## src/sv/sample_set_statistics_top_assert.svh

```systemverilog
// assertion macros for the sample set statistics block
// used by sample_set_statistics_top; needs clk and rst_n in scope
`ifndef SAMPLE_SET_STATISTICS_TOP_ASSERT_SVH
`define SAMPLE_SET_STATISTICS_TOP_ASSERT_SVH

// antecedent holds -> consequent holds in the same cycle
`define SSS_ASSERT_IMP(lbl, ante, cons) \
    lbl: assert property (@(posedge clk) disable iff (!rst_n) (ante) |-> (cons)) \
        else $error("sss check failed: lbl");

// antecedent holds -> consequent holds in the next cycle
`define SSS_ASSERT_NEXT(lbl, ante, cons) \
    lbl: assert property (@(posedge clk) disable iff (!rst_n) (ante) |=> (cons)) \
        else $error("sss check failed: lbl");

`endif

```

## src/sv/sss_div.sv

```systemverilog
// restoring divider, one quotient bit per cycle
// depends on nothing
module sss_div #(
    parameter int W  = 82,
    parameter int DW = 18
) (
    input  logic          clk,
    input  logic          rst_n,
    input  logic          start,
    input  logic [W-1:0]  dividend,
    input  logic [DW-1:0] divisor,
    output logic          done,
    output logic [W-1:0]  quotient
);

    localparam int CNTW = $clog2(W + 1);

    logic            busy_reg;
    logic            done_reg;
    logic [CNTW-1:0] cnt_reg;
    logic [DW-1:0]   rem_reg;
    logic [DW-1:0]   dsr_reg;
    logic [W-1:0]    quo_reg;
    logic [DW:0]     rem_sh;
    logic            ge;
    logic [DW-1:0]   rem_next;

    assign rem_sh   = {rem_reg, quo_reg[W-1]};
    assign ge       = rem_sh >= {1'b0, dsr_reg};
    assign rem_next = ge ? DW'(rem_sh - {1'b0, dsr_reg}) : DW'(rem_sh);

    always_ff @(posedge clk or negedge rst_n)
    begin
        if (!rst_n)
        begin
            busy_reg <= 1'b0;
            done_reg <= 1'b0;
            cnt_reg  <= '0;
        end
        else
        begin
            done_reg <= 1'b0;
            if (start)
            begin
                busy_reg <= 1'b1;
                cnt_reg  <= CNTW'(W);
            end
            else if (busy_reg)
            begin
                cnt_reg <= cnt_reg - 1'b1;
                if (cnt_reg == CNTW'(1))
                begin
                    busy_reg <= 1'b0;
                    done_reg <= 1'b1;
                end
            end
        end
    end

    always_ff @(posedge clk)
    begin
        if (start)
        begin
            rem_reg <= '0;
            dsr_reg <= divisor;
            quo_reg <= dividend;
        end
        else if (busy_reg)
        begin
            rem_reg <= rem_next;
            quo_reg <= {quo_reg[W-2:0], ge};
        end
    end

    assign done     = done_reg;
    assign quotient = quo_reg;

endmodule

```

## config.mk

```make
export PLATFORM = sky130hd
export DESIGN_NAME = sss_div
export DESIGN_NICKNAME = d
export VERILOG_FILES = /design/src/sv/sample_set_statistics_top_assert.svh /design/src/sv/sss_div.sv
export SDC_FILE = /design/constraint.sdc
export NUM_CORES = 1
export LEC_CHECK = 0
export BUFFER_PORTS_ARGS = -buffer_cell sky130_fd_sc_hd__buf_2
export CORE_ASPECT_RATIO = 1.25
export CORE_UTILIZATION = 23
export CTS_CLUSTER_SIZE = 40
export DETAILED_ROUTE_END_ITERATION = 8
export SETUP_SLACK_MARGIN = 0.4
export SKIP_LAST_GASP = 1
export SLEW_MARGIN = 10
export SYNTH_ARGS = -nofsm -noshare
export SYNTH_HDL_FRONTEND = slang
export SYNTH_SLANG_ARGS = --single-unit
```

## constraint.sdc

```tcl
create_clock -name clk -period 3.1 [get_ports clk]
set_input_delay 0.155 -clock clk [delete_from_list [all_inputs] [get_ports clk]]
set_output_delay 0.155 -clock clk [all_outputs]
set_load 0.005 [all_outputs]
```

==> metrics.cfg <==
[run_status]
run_status=finished, final reports clean

[setup_path]
reg2reg_setup_slack_ns=0.55
r2r-start=dsr_reg[10]
max_stage_delay_ns=0.50
rr_endpoint=quotient[0]
arrival_ns=2.71
cp-startpoint=dsr_reg[10]
crit_path_start_kind=flop
crit_path_max_fanout=7
cp_num_buf_inv=1
critPathRequiredTime_ns=3.26
critPathCaptureType=flop
r2r_cells=7
path_class=reg -> reg
slowest_stage=o21ai_2
crit_chain=inv_1, ha_1, a21oi_1, o21ai_0, o21ai_2, nand2_2, mux2_2
crit_family=compound AO/OA/AOI/OAI gates

[logic_synthesis]
ys_warn_count=0
syn_nets=613
synth_area_leaders=edfxtp_1, mux2_2, dfxtp_1, ha_1, dfrtp_1
synth-seq-cells=127
yosysSeqAreaShare_pct=57.2
syn_area_per_cell_um2=12.8
synth_edf_count=100
synth_top_cell_by_area=edfxtp_1
netlist_instances=489
synthFlopType=edfxtp_1
async_flop_share_pct=7.09
synth_cell_types=57
synth_top_area_share_pct=47.9
synth_area_um2=6270

[min_path]
hold_class=in -> reg
whs_endpoint=quotient[44]
hp-start=dividend[44]
whs_path_depth=2

[clock_tree]
cts_buffers=17
cts.htree.levels=4
insertion_delay_ns=0.41
root_buffer=clkbuf_16
clockBufferDepth=2
clock-sinks=127
cts.clk_slew.worst_paths_ns=0.06
cts_setup_buffers=0
cts_tree=yes

[power]
p_sw_uw=1150
combinationalPowerShare_pct=11.9
power.share.sequential_pct=43.6
finalPower_uw=4810
sw_frac_of_total_pct=23.9
power_density_nw_per_um2=568
pwr-share-clk_pct=44.5
p_int_uw=3660
ir_worst_vdd_mv=0.261
power.leakage_uw=0.00352

[placement]
routabilityCongestion=0.883
pre_cts_ws_ns=0.215
place_hpwl_mm=12.5
dp.cells=1003
port_buffers=185

[timing]
fin_skew_ns=0.00896
setup_tns_ns=0
finalHoldViolations=0
max_freq_mhz=393
tightest_slew_ns=0.528
drv_slew=0
slew_headroom_pct=64.6
min_period_ns=2.55
setup-violations-final=0
rsz0062_at_grt=false
finalCritPeriodShare_pct=82.1
timing.final.ws_setup_ns=0.554

[layout]
areaGrowthSynthToFinish_pct=35.1
stdcell_count=1054
final_layout_size_suffix_gt1_share_pct=44.9
diodes=0
largest_register_ffs=82
final_nets=820
post-route-util_pct=31.6

[routing]
vias=4750
drt-total-wl_mm=17.4
drtIter0Drc=220
firstDrtPassIters=5
drt-vias-per-instance=4.51
drc_errors=0
ant_nets=0
wl_per_cell_um=16.5

[floorplan]
fp.dieW_um=150
start_util_pct=23.4
core-area_um2=26800
die_h_um=187
pin_count=186
dieArea_um2=27900
row_count=67

[global_route]
grt_max_degree=57
grt_pass1_vias=4968
grt_first_pass_wirelength_mm=26.6
gr-total-overflow=0
track_usage_pct=12.7
antenna_found_initial=0

[run]
max_cap_violations=0

-- routing by layer --
layer  routed length [um]  track usage, %
met3                 1220            3.94
met2                 8620            21.9
met1                 7240            14.7
met4                  302            4.70
met5                    0               0
-- through the flow --
| stage | cell area (um^2) | hold WS, ns |
|---|---|---|
| 2_1_floorplan | 6280 | -0.141 |
| 3_3_place_gp | 7630 | 0.0183 |
| 3_5_place_dp | 7630 | 0.0205 |
| 4_1_cts | 8450 | 0.0127 |
| 5_1_grt | 8470 | 0.0147 |
| 6_report | 8470 | 0.0372 |
-- synthesized netlist by cell type, types with 3 or more instances --
cell type and count:
a211oi_1 6, a21o_1 4, a21oi_1 14, a311oi_1 3
a31o_1 4, a41oi_1 4, and2_1 5, and3_1 3
buf_1 3, buf_2 4, clkbuf_1 18, dfrtp_1 9
dfxtp_1 18, edfxtp_1 100, ha_1 20, inv_1 22
mux2_2 82, nand2_1 33, nand2b_1 6, nand3_1 7
nand4_1 4, nor2_1 20, nor3_1 9, o211ai_1 8
o21a_1 3, o21ai_0 20, o31ai_1 3, or3_1 3
xnor2_1 12, xor2_1 7
-- worst max-delay path by stage --
stage,depth (start not counted),slack (ns),to
after floorplan,3,0.53,quotient[0]
after global placement,7,0.21,quotient[0]
after detailed placement,7,0.22,quotient[0]
after CTS,8,0.38,rem_reg[6]
after global routing,7,0.40,quotient[0]
final,7,0.55,quotient[0]
-- cell families after synthesis --
group | synth area share [%]
AO/OA/AOI/OAI | 9.91
multiplexers | 14.9
adder cells (fa/ha/maj) | 4.31
buffers and inverters | 3.19
flip-flops | 57.2
AND/OR/NAND/NOR | 7.86
XOR/XNOR | 2.65
-- power groups by stage --
stage	registers (uW)	clock network (uW)	logic (uW)
global placement	2130	0	550
detailed placement	2130	0	552
finish	2100	2140	573
CTS	2100	2200	575
floorplan	2120	0	282
global route	2120	2260	628
-- area by class of cell --
cell class / count / area (um^2)
clock buffers: 18 / 429
clock inverters: 14 / 190
fillers: 2751 / 18400
inverters: 22 / 86.3
multi-input cells: 313 / 2520
flip-flops and latches: 127 / 3590
well taps: 345 / 432
repair buffers: 215 / 1230
-- cells in the final DEF, fill, tap and decap left out, drive strengths merged, types with 5 or more instances in the layout --
cell type,count
clkbuf,18
inv,22
a21oi,14
nor3,9
clkinv,5
edfxtp,100
buf,196
nand2b,6
nand2,33
ha,20
xnor2,12
xor2,7
o211ai,8
nand3,7
o21ai,22
a211oi,6
nor2,20
dlygate4sd3,19
clkinvlp,5
dfxtp,18
and2,5
mux2,82
dfrtp,9
-- timing repair --
| item | CTS | global route |
|---|---|---|
| endpoints found under the hold margin | 27 | 0 |
| endpoints found under the setup margin | 10 | 18 |
| cloned | 0 | 0 |
| resized for setup | 2 | 7 |
| hold buffers | 19 | 0 |
Note: power is estimated with default switching activity, not from simulation.
