--- src/sv/sample_set_statistics_top_assert.svh ---
// assertion macros for the sample set statistics block
// used by sample_set_statistics_top; needs clk and rst_n in scope
`ifndef SAMPLE_SET_STATISTICS_TOP_ASSERT_SVH
`define SAMPLE_SET_STATISTICS_TOP_ASSERT_SVH

// antecedent holds -> consequent holds in the same cycle
`define SSS_ASSERT_IMP(lbl, ante, cons) \
    lbl: assert property (@(posedge clk) disable iff (!rst_n) (ante) |-> (cons)) \
        else $error("sss check failed: lbl");

// antecedent holds -> consequent holds in the next cycle
`define SSS_ASSERT_NEXT(lbl, ante, cons) \
    lbl: assert property (@(posedge clk) disable iff (!rst_n) (ante) |=> (cons)) \
        else $error("sss check failed: lbl");

`endif

--- src/sv/sss_sqrt.sv ---
// digit-by-digit integer square root, one root bit per cycle
// depends on nothing
module sss_sqrt #(
    parameter int RW = 41
) (
    input  logic            clk,
    input  logic            rst_n,
    input  logic            start,
    input  logic [2*RW-1:0] radicand,
    output logic            done,
    output logic [RW-1:0]   root
);

    localparam int CNTW = $clog2(RW + 1);

    logic            busy_reg;
    logic            done_reg;
    logic [CNTW-1:0] cnt_reg;
    logic [2*RW-1:0] x_reg;
    logic [RW-1:0]   root_reg;
    logic [RW:0]     rem_reg;
    logic [RW+2:0]   rem_sh;
    logic [RW+2:0]   trial;
    logic            ge;

    assign rem_sh = {rem_reg, x_reg[2*RW-1:2*RW-2]};
    assign trial  = {1'b0, root_reg, 2'b01};
    assign ge     = rem_sh >= trial;

    always_ff @(posedge clk or negedge rst_n)
    begin
        if (!rst_n)
        begin
            busy_reg <= 1'b0;
            done_reg <= 1'b0;
            cnt_reg  <= '0;
        end
        else
        begin
            done_reg <= 1'b0;
            if (start)
            begin
                busy_reg <= 1'b1;
                cnt_reg  <= CNTW'(RW);
            end
            else if (busy_reg)
            begin
                cnt_reg <= cnt_reg - 1'b1;
                if (cnt_reg == CNTW'(1))
                begin
                    busy_reg <= 1'b0;
                    done_reg <= 1'b1;
                end
            end
        end
    end

    always_ff @(posedge clk)
    begin
        if (start)
        begin
            x_reg    <= radicand;
            root_reg <= '0;
            rem_reg  <= '0;
        end
        else if (busy_reg)
        begin
            x_reg    <= {x_reg[2*RW-3:0], 2'b00};
            root_reg <= {root_reg[RW-2:0], ge};
            rem_reg  <= ge ? (RW+1)'(rem_sh - trial) : (RW+1)'(rem_sh);
        end
    end

    assign done = done_reg;
    assign root = root_reg;

endmodule
--- config.mk ---
export PLATFORM = sky130hd
export DESIGN_NAME = sss_sqrt
export DESIGN_NICKNAME = d
export VERILOG_FILES = /design/src/sv/sample_set_statistics_top_assert.svh /design/src/sv/sss_sqrt.sv
export SDC_FILE = /design/constraint.sdc
export NUM_CORES = 1
export LEC_CHECK = 0
export CAP_MARGIN = 20
export CORE_ASPECT_RATIO = 0.8
export CORE_MARGIN = 4
export CORE_UTILIZATION = 45
export DETAILED_ROUTE_END_ITERATION = 16
export DONT_BUFFER_PORTS = 1
export GPL_TIMING_DRIVEN = 0
export PLACE_DENSITY_LB_ADDON = 0.08
export SETUP_SLACK_MARGIN = 0.3
export SLEW_MARGIN = 10
export SYNTH_ARGS = -nofsm -noshare
export SYNTH_HDL_FRONTEND = slang
export SYNTH_SLANG_ARGS = --single-unit
--- constraint.sdc ---
create_clock -name clk -period 3.4 [get_ports clk]
set_clock_uncertainty 0.05 [all_clocks]
set_input_delay 0.68 -clock clk [delete_from_list [all_inputs] [get_ports clk]]
set_output_delay 0.68 -clock clk [all_outputs]
set_load 0.01 [all_outputs]
==> flow_summary.yaml <==
detailed_routing:
  dr_total_vias: 7452
  drc: 0
  drtPass1Iterations: 5
  antenna_left: 0
  drt_iter0_drc: 504
  drt-total-wl_um: 24800
  routed_via_density: 5.69
  wl_per_cell_um: 19.0
synth:
  syn_area_um2: 9680
  synth_area_per_cell_um2: 9.87
  seq_area_frac_synth: 0.447
  synth_cells: 981
  synth-seq-cells: 173
  ys_types: 62
  dominantRegCellSynth: "dfxtp_1"
  ys_warn_count: 0
  synth_top_area_frac: 0.254
  ys_top_cells_by_area: "edfxtp_1, dfxtp_1, mux2_2, ha_1, mux2i_1"
  async_reset_ff_frac: 0.0462
  synth_edf_count: 82
  yosysTopAreaCell: "edfxtp_1"
  synthesis.nets: 1111
place:
  gp_congestion: 0.879
  port-buffer-count: 0
  dp_hpwl_um: 17700
global_route:
  grt_use_met2: 0.303
  grt_pass1_vias: 7178
  antenna_found_initial: 0
  grt_max_degree: 35
  grt_pass1_wl_um: 39600
  use_met1: 0.315
  use_met3: 0.0428
  grt_remaining_overflow: 0
  grtUsageTotal: 0.206
  grt_busiest_layer: "met1"
worst_setup_path:
  cp.required_ns: 3.70
  rr_endpoint: "rem_reg[35]$_SDFFE_PP0P_"
  r2r_slack_ns: 0.24
  r2r-start: "root[4]$_SDFFE_PP0P_"
  startpoint_type: "flop"
  critPathKind: "reg -> reg"
  endpoint_kind: "flop"
  path_max_fanout: 8
  arrival_ns: 3.46
  reg2regPathDepth: 13
final_layout:
  drive_gt1_frac: 0.239
  finalNetCount: 1159
  fin_util: 0.540
  largest_reg_flops: 82
  antennaDiodeCount: 0
  syn2layout_area_growth_pct: 16.7
  nFillCells: 1877
sta:
  worst_slew_pin_slew_ns: 0.725
  hold_viol: 0
  setup_viol: 0
  finalCriticalPeriod_ns: 3.16
  fmax_mhz: 317
  post-route-period-util: 0.929
  whs_ns: 0.401
  relSlewSlack: 0.517
  grt_setup_unrepaired: "true"
  fin_setup_tns_ns: 0
  finalMaxSlewViolations: 0
die:
  coreArea_um2: 20900
  ios: 127
  start_util: 0.463
  dieArea_um2: 23900
  die_w_um: 172
  die_h_um: 139
  rows: 47
worst_hold_path:
  holdPathEnd: "x_reg[1]$_SDFFCE_PN0P_"
  hold_class: "in -> reg"
  worstHoldPathCells: 1
  min_from: "radicand[1]"
clock_network:
  cts_buffers: 17
  path_clk_slew_ns: 0.07
  htree_levels: 4
  clk_latency_ns: 0.44
  cts_tree: "done"
  clkSinkCount: 173
  cts-root-buf: "clkbuf_16"
  cts_buffer_depth: 2
power_and_ir_drop:
  power.total_mw: 10.3
  power_density_nw_per_um2: 908
  peakVddDrop_mv: 0.372
  leakagePower_nw: 4.67
flow_run:
  maxCapViolations: 0
outcome:
  status: "finished clean"
==> report_power, final <==
part           switching, mW  internal [mW]  leakage [nW]
clock network          0.945          0.974         0.271
registers              0.238           2.51          1.66
logic                   3.04           2.56          2.73
total                   4.22           6.04          4.67
==> Yosys cell counts (all sizes together), types with 28 or more instances <==
cell type    n
a21oi       56
a311oi      30
clkbuf      47
dfxtp       83
edfxtp      82
ha          45
inv         59
mux2        82
mux2i       44
nand2       95
nor2       100
o21ai       28
==> cell families (layout without fill, tap and decap cells) <==
kind of cell,after synthesis,in the layout,synth area share
adders and majority gates,45,45,0.0581
and+or+nand+nor,279,279,0.129
AOI/OAI and AO/OA,208,208,0.149
muxes,126,126,0.141
buffers and inverters,118,178,0.0483
xor gates and xnor gates,32,32,0.0289
DFF,173,173,0.447
==> area by class of cell <==
type | count | area [um^2] | share of cell area
Tap cell | 269 | 337 | 0.0298
Timing Repair Buffer | 29 | 275 | 0.0244
Inverter | 59 | 228 | 0.0202
Buffer | 59 | 329 | 0.0291
Clock inverter | 14 | 139 | 0.0123
Clock buffer | 17 | 425 | 0.0376
Sequential cell | 173 | 4400 | 0.389
Multi-Input combinational cell | 690 | 5170 | 0.457
==> per-layer routing <==
| layer | part of all wire | up-vias |
|---|---|---|
| met3 | 0.065 | 21 |
| met4 | 0.010 | 0 |
| met1 | 0.49 | 3556 |
| li1 | - | 3657 |
| met5 | 0 | - |
| met2 | 0.44 | 218 |
==> cells in the final DEF (no fill, tap or decap), drive strengths merged, types with 15 or more instances in the layout <==
| cell type | count |
|---|---|
| o21ai | 28 |
| mux2i | 44 |
| dfxtp | 83 |
| a311oi | 30 |
| mux2 | 82 |
| nor2 | 100 |
| xnor2 | 20 |
| inv | 66 |
| edfxtp | 82 |
| clkbuf | 62 |
| ha | 45 |
| a21oi | 56 |
| a21o | 21 |
| nand2 | 95 |
| nor3 | 15 |
| buf | 42 |
==> how the worst max path moves through the flow <==
stage | startpoint | endpoint | depth (start not counted)
after floorplan | root[11]$_SDFFE_PP0P_ | rem_reg[38]$_SDFFE_PP0P_ | 13
after global placement | busy_reg$_DFF_PN0_ | x_reg[0]$_SDFFCE_PN0P_ | 5
after detailed placement | root[0]$_SDFFE_PP0P_ | rem_reg[36]$_SDFFE_PP0P_ | 11
after CTS | root[7]$_SDFFE_PP0P_ | rem_reg[36]$_SDFFE_PP0P_ | 12
after global routing | root[34]$_SDFFE_PP0P_ | rem_reg[35]$_SDFFE_PP0P_ | 14
final | root[4]$_SDFFE_PP0P_ | rem_reg[35]$_SDFFE_PP0P_ | 13
==> worst max-delay path, stage by stage, from the launching register on <==
cell and delay [ns]:
dfxtp_2 0.38, inv_1 0.06, ha_2 0.38, nand2_1 0.13
o211ai_1 0.25, o2111ai_2 0.18, a211oi_2 0.37, o41a_1 0.31
or2_1 0.15, buf_6 0.16, buf_12 0.14, nand3b_1 0.07
mux2_2 0.28, a21oi_1 0.16
==> what timing repair did <==
| item | 4_1_cts | 5_1_grt |
|---|---|---|
| setup buffers | 10 | 15 |
| endpoints found under the setup margin | 107 | 76 |
| cloned | 0 | 1 |
| resized for setup | 86 | 67 |
| endpoints found under the hold margin | 8 | 0 |
| pin swaps | 21 | 22 |
| hold buffers | 1 | 0 |
==> stage by stage <==
step                      area, um^2  setup WS, ns  std cells
after floorplan                 9690         0.448        981
after global placement         10000        -0.617       1250
after detailed placement       10100        -0.178       1252
after CTS                      11000         0.275       1294
after global routing           11300         0.120       1310
final                          11300         0.241       1310
No activity file was read; power rests on OpenSTA's default activity.
