===== config.mk =====
export PLATFORM = sky130hd
export DESIGN_NAME = sss_cell
export DESIGN_NICKNAME = d
export VERILOG_FILES = /design/src/sv/sample_set_statistics_top_assert.svh /design/src/sv/sss_pkg.sv /design/src/sv/sss_cell.sv
export SDC_FILE = /design/constraint.sdc
export NUM_CORES = 1
export LEC_CHECK = 0
export BUFFER_PORTS_ARGS = -buffer_cell sky130_fd_sc_hd__buf_2
export CAP_MARGIN = 25
export CORE_UTILIZATION = 30
export DETAILED_ROUTE_END_ITERATION = 10
export GPL_TIMING_DRIVEN = 0
export PLACE_DENSITY = 0.61
export SLEW_MARGIN = 0
export SYNTH_ARGS = -nofsm -noshare
export SYNTH_HDL_FRONTEND = slang
export SYNTH_SLANG_ARGS = --single-unit

===== constraint.sdc =====
create_clock -name clk -period 4.35 [get_ports clk]
set_input_delay 0.87 -clock clk [delete_from_list [all_inputs] [get_ports clk]]
set_output_delay 0.87 -clock clk [all_outputs]
set_load 0.1 [all_outputs]

===== src/sv/sample_set_statistics_top_assert.svh =====
// assertion macros for the sample set statistics block
// used by sample_set_statistics_top; needs clk and rst_n in scope
`ifndef SAMPLE_SET_STATISTICS_TOP_ASSERT_SVH
`define SAMPLE_SET_STATISTICS_TOP_ASSERT_SVH

// antecedent holds -> consequent holds in the same cycle
`define SSS_ASSERT_IMP(lbl, ante, cons) \
    lbl: assert property (@(posedge clk) disable iff (!rst_n) (ante) |-> (cons)) \
        else $error("sss check failed: lbl");

// antecedent holds -> consequent holds in the next cycle
`define SSS_ASSERT_NEXT(lbl, ante, cons) \
    lbl: assert property (@(posedge clk) disable iff (!rst_n) (ante) |=> (cons)) \
        else $error("sss check failed: lbl");

`endif


===== src/sv/sss_pkg.sv =====
// shared types and constants for the sample set statistics block
// no dependencies
package sss_pkg;

    localparam int SAMPLE_PORT_W = 24;
    localparam int COUNT_PORT_W  = 9;
    localparam int STAT_PORT_W   = 32;
    localparam int CAP_W         = 9;
    localparam int FRAC_BITS     = 8;
    localparam int ADDR_W        = 2;

    localparam logic [CAP_W-1:0]  CAP_RESET     = 9'd256;
    localparam logic [ADDR_W-1:0] REG_CAPACITY  = 2'd0;

    // per-cycle command to every cell of the sort chain
    typedef struct packed {
        logic insert;   // broadcast sample is placed into the sorted row
        logic drain;    // row moves one place toward cell 0
    } cell_ctl_t;

endpackage


===== src/sv/sss_cell.sv =====
// one cell of the insertion sort chain
// depends on sss_pkg
module sss_cell #(
    parameter int SB    = 24,
    parameter int CW    = 9,
    parameter int INDEX = 0
) (
    input  logic                 clk,
    input  sss_pkg::cell_ctl_t   ctl,
    input  logic [SB-1:0]        s,
    input  logic [CW-1:0]        count,
    input  logic [SB-1:0]        prev_val,
    input  logic                 prev_gt,
    input  logic [SB-1:0]        next_val,
    output logic [SB-1:0]        val,
    output logic                 gt
);

    logic [SB-1:0] val_reg;

    // empty cells count as larger than any sample
    assign gt  = (CW'(INDEX) >= count) || (val_reg > s);
    assign val = val_reg;

    always_ff @(posedge clk)
    begin
        if (ctl.insert)
        begin
            if (prev_gt)
                val_reg <= prev_val;
            else if (gt)
                val_reg <= s;
        end
        else if (ctl.drain)
        begin
            val_reg <= next_val;
        end
    end

endmodule


==> metrics.md <==
| Metric | Value |
|---|---|
| Port Buffers | 107 |
| Outcome | completed |
| RSZ-0062 raised after global routing | false |
| Wire length after detailed routing | 4810 um |
| Per-cell via count in the routed design | 4.68 |
| Die outline width | 80.9 um |
| Core area | 5960 um2 |
| Number of levels the H-tree was split into | 1 |
| Slew Limit Fails | 0 |
| # Max-Cap Violations | 0 |
| R2R Path End | val[12] |
| Fraction of synthesized cell area taken by the top area cell type | 38.6% |
| Effective utilization at floorplan | 31.3% |
| Register-to-Register Setup Slack | 1.44 ns |
| Reg2reg start | val[22] |
| Die area | 6540 um2 |
| Cell type of the slowest stage on the worst timing path | sky130_fd_sc_hd__o31ai_1 |
| Final hold violation count | 0 |
| Largest register FFs | 24 |
| Syn_nets | 305 |
| Remaining max-slew budget at the tightest pin | 37.0% |
| Routed wire length per instance | 12.6 um |
| Most frequent cell on the critical path | sky130_fd_sc_hd__buf_2 |
| Number of CTS-inserted buffers | 3 |
| Part of the cycle the worst path needs | 87.1% |
| Metal2 WL | 2270 um |
| Endpoint required time on the critical path | 3.48 ns |
| Area added between synthesis and finish | 37.1% |
| DRC Markers | 0 |
| Top layer used by detailed routing | met4 |
| M1 WL | 2180 um |
| Routability congestion estimate | 0.741 |
| Setup Buffers After CTS | 0 |
| Cell area after synthesis | 1870 um2 |
| Via count of the first global-routing pass | 1,679 |
| Top achievable clock speed | 0.264 GHz |
| TritonCTS clock tree | yes |
| Number of I/O pins | 110 |
| Post-Synthesis Mean Instance Area | 9.52 um2 |
| Height of the die | 80.9 um |
| Antenna violations before repair | 0 |
| Biggest fanout along the worst timing path | 2 |
| Type of element capturing the critical path | output pin |
| Clock tree root buffer cell | sky130_fd_sc_hd__clkbuf_8 |
| Clock insertion delay at the later pin of the skew report | 0.27 ns |
| Flip-flop and latch count after synthesis | 24 |
| Overflow left after global routing | 0 |
| Post-Route Hold Slack | 0.914 ns |
| Final Total Pwr | 825 uW |
| Top post-synthesis cells by area | sky130_fd_sc_hd__edfxtp_1 (39%), sky130_fd_sc_hd__ha_1 (16%), sky130_fd_sc_hd__mux2i_1 (13%) |
| Pin count of the biggest net entering global routing | 25 |
| Yosys cell types | 28 |
| Worst setup path endpoint | gt |
| Post-cts repair resize count | 0 |
| Final HPWL from detailed placement | 3990 um |
| Antenna diodes | 0 |
| Classification of the worst-slack hold path | primary input to flop |
| Global-route wire length before repair | 7560 um |
| Worst Reg-to-Reg Cells | 7 |
| Setup-violating endpoint count in the final report | 0 |
| Cts-stage hold buffer count | 0 |
| Met3 WL post-DR | 317 um |
| Count of yosys warnings during synthesis | 0 |
| Post-layout minimum cycle time | 3.79 ns |
| Power per Cell Area | 322 nW/um2 |
| Critical path, cell by cell | buf_2 > inv_1 > ha_1 > and3_1 > a221o_1 > a22o_1 > o31ai_1 > nand2_1 > buf_2 |
| Length of the first detailed-routing pass in iterations | 4 |
| Number of cells produced by synthesis | 196 |
| IR Drop Worst-Case VDD | 0.000127 V |
| Fin nets | 417 |
| Clock-pin transition on the worst setup and hold timing paths | 0.09 ns |
| Initial drt markers | 51 |
| Cell type with the largest total area after synthesis | sky130_fd_sc_hd__edfxtp_1 |
| Part of the Yosys area used for sequential elements | 38.6% |
| Global Route Usage Sum | 15.1% |
| Data arrival time of the critical path | 2.92 ns |
| Crit path from | s[10] |
| Floorplan row count | 28 |
| Fraction of final layout cells sized beyond drive strength 1 | 37.8% |
| Final core utilization | 43.0% |
| Overall via count from detail_route | 1,787 |
| Setup Skew | 0.00183 ns |
| Standby leakage power | 1.32 nW |
| Worst slew pin tran | 0.942 ns |
| Maximum clock insertion buffer count | 2 |
| Category of the worst setup path launch point | primary input |
| Maximum single-stage delay on the critical path | 0.45 ns |
| Category of the most critical setup path | primary input to output pin |
| ANT nets after route | 0 |
| Clock sink count | 24 |
routing by layer:
metal  vias up  track usage, %
li1        925               -
met1       794            19.3
met2        63            26.2
met3         5            2.81
met4         0            3.75
met5         -               0
cell type report:
| cell class | instances | area [um2] |
|---|---|---|
| Fill cell | 631 | 3400 |
| Multi-Input combinational cell | 138 | 1030 |
| Sequential cell | 24 | 721 |
| Timing Repair Buffer | 107 | 536 |
| Inverter | 25 | 93.8 |
| Tap cell | 75 | 93.8 |
| Clock buffer | 3 | 41.3 |
| Buffer | 9 | 36.3 |
| Clock inverter | 1 | 3.75 |
where the power goes:
part	leakage, nW	switching [mW]	internal [mW]
Combinational	1.06	0.289	0.0992
Clock	0.0231	0.0731	0.0632
Sequential	0.236	0.0131	0.287
Total	1.32	0.375	0.450
critical path, delay by kind of cell:
kind,cells,cell delay (ns)
buffers and inverters,3,0.44
adders and majority gates,1,0.29
AOI/OAI and AO/OA,3,1.02
and+or+nand+nor,2,0.30
logic make-up (layout without fill, tap and decap cells):
logic type / Yosys count / count (layout) / synth area share [%]
flops: 24 / 24 / 38.6
buf+inv: 34 / 145 / 6.97
mux: 24 / 24 / 12.9
fa+ha+maj: 24 / 24 / 16.1
simple gates: 47 / 47 / 12.4
compound gates: 43 / 43 / 13.1
metrics by stage:
step / instances / setup TNS, ns / cell area (um2) / worst slack (ns)
after CTS: 382 / 0 / 2560 / 0.513
after global routing: 382 / 0 / 2560 / 0.349
after floorplan: 196 / 0 / 1870 / 0.559
final: 382 / 0 / 2560 / 0.561
after global placement: 378 / -9.69 / 2500 / -0.404
after detailed placement: 378 / 0 / 2510 / 0.527
placed cells by master (no fill, tap or decap), drive strengths merged:
cell	n
a21oi	33
clkinv	1
a211oi	1
a221o	1
ha	24
nor2	28
edfxtp	24
a41oi	1
o221ai	1
nor4	2
a22o	1
mux2i	24
and3	1
nand3	3
nor2b	1
clkbuf	10
o31ai	1
a21o	2
nor3	1
o211ai	1
buf	109
nand4	4
inv	25
o21ai	1
or3	1
nand2	6
synthesized netlist by cell type:
| master | count |
|---|---|
| sky130_fd_sc_hd__edfxtp_1 | 24 |
| sky130_fd_sc_hd__nor4_2 | 1 |
| sky130_fd_sc_hd__nor4_1 | 1 |
| sky130_fd_sc_hd__buf_2 | 2 |
| sky130_fd_sc_hd__mux2i_1 | 24 |
| sky130_fd_sc_hd__a22o_1 | 1 |
| sky130_fd_sc_hd__o221ai_1 | 1 |
| sky130_fd_sc_hd__o211ai_1 | 1 |
| sky130_fd_sc_hd__a221o_1 | 1 |
| sky130_fd_sc_hd__nor2_1 | 28 |
| sky130_fd_sc_hd__ha_1 | 24 |
| sky130_fd_sc_hd__nand3_1 | 3 |
| sky130_fd_sc_hd__nor2b_1 | 1 |
| sky130_fd_sc_hd__o21ai_0 | 1 |
| sky130_fd_sc_hd__a21o_1 | 2 |
| sky130_fd_sc_hd__and3_1 | 1 |
| sky130_fd_sc_hd__nand4_1 | 2 |
| sky130_fd_sc_hd__a41oi_1 | 1 |
| sky130_fd_sc_hd__nand2_1 | 6 |
| sky130_fd_sc_hd__o31ai_1 | 1 |
| sky130_fd_sc_hd__inv_1 | 25 |
| sky130_fd_sc_hd__nand4_2 | 1 |
| sky130_fd_sc_hd__nand4_4 | 1 |
| sky130_fd_sc_hd__nor3_1 | 1 |
| sky130_fd_sc_hd__clkbuf_1 | 7 |
| sky130_fd_sc_hd__or3_1 | 1 |
| sky130_fd_sc_hd__a21oi_1 | 33 |
| sky130_fd_sc_hd__a211oi_1 | 1 |
worst min path at each step:
stage	startpoint	end	slack, ns	cells past startpoint
6_report	next_val[23]	val[23]	0.91	3
3_5_place_dp	next_val[23]	val[23]	1.20	3
2_1_floorplan	next_val[0]	val[0]	1.10	2
4_1_cts	next_val[23]	val[23]	0.91	3
3_3_place_gp	next_val[15]	val[15]	1.19	3
5_1_grt	next_val[1]	val[1]	0.92	3
(Power assumes the default switching activity.)
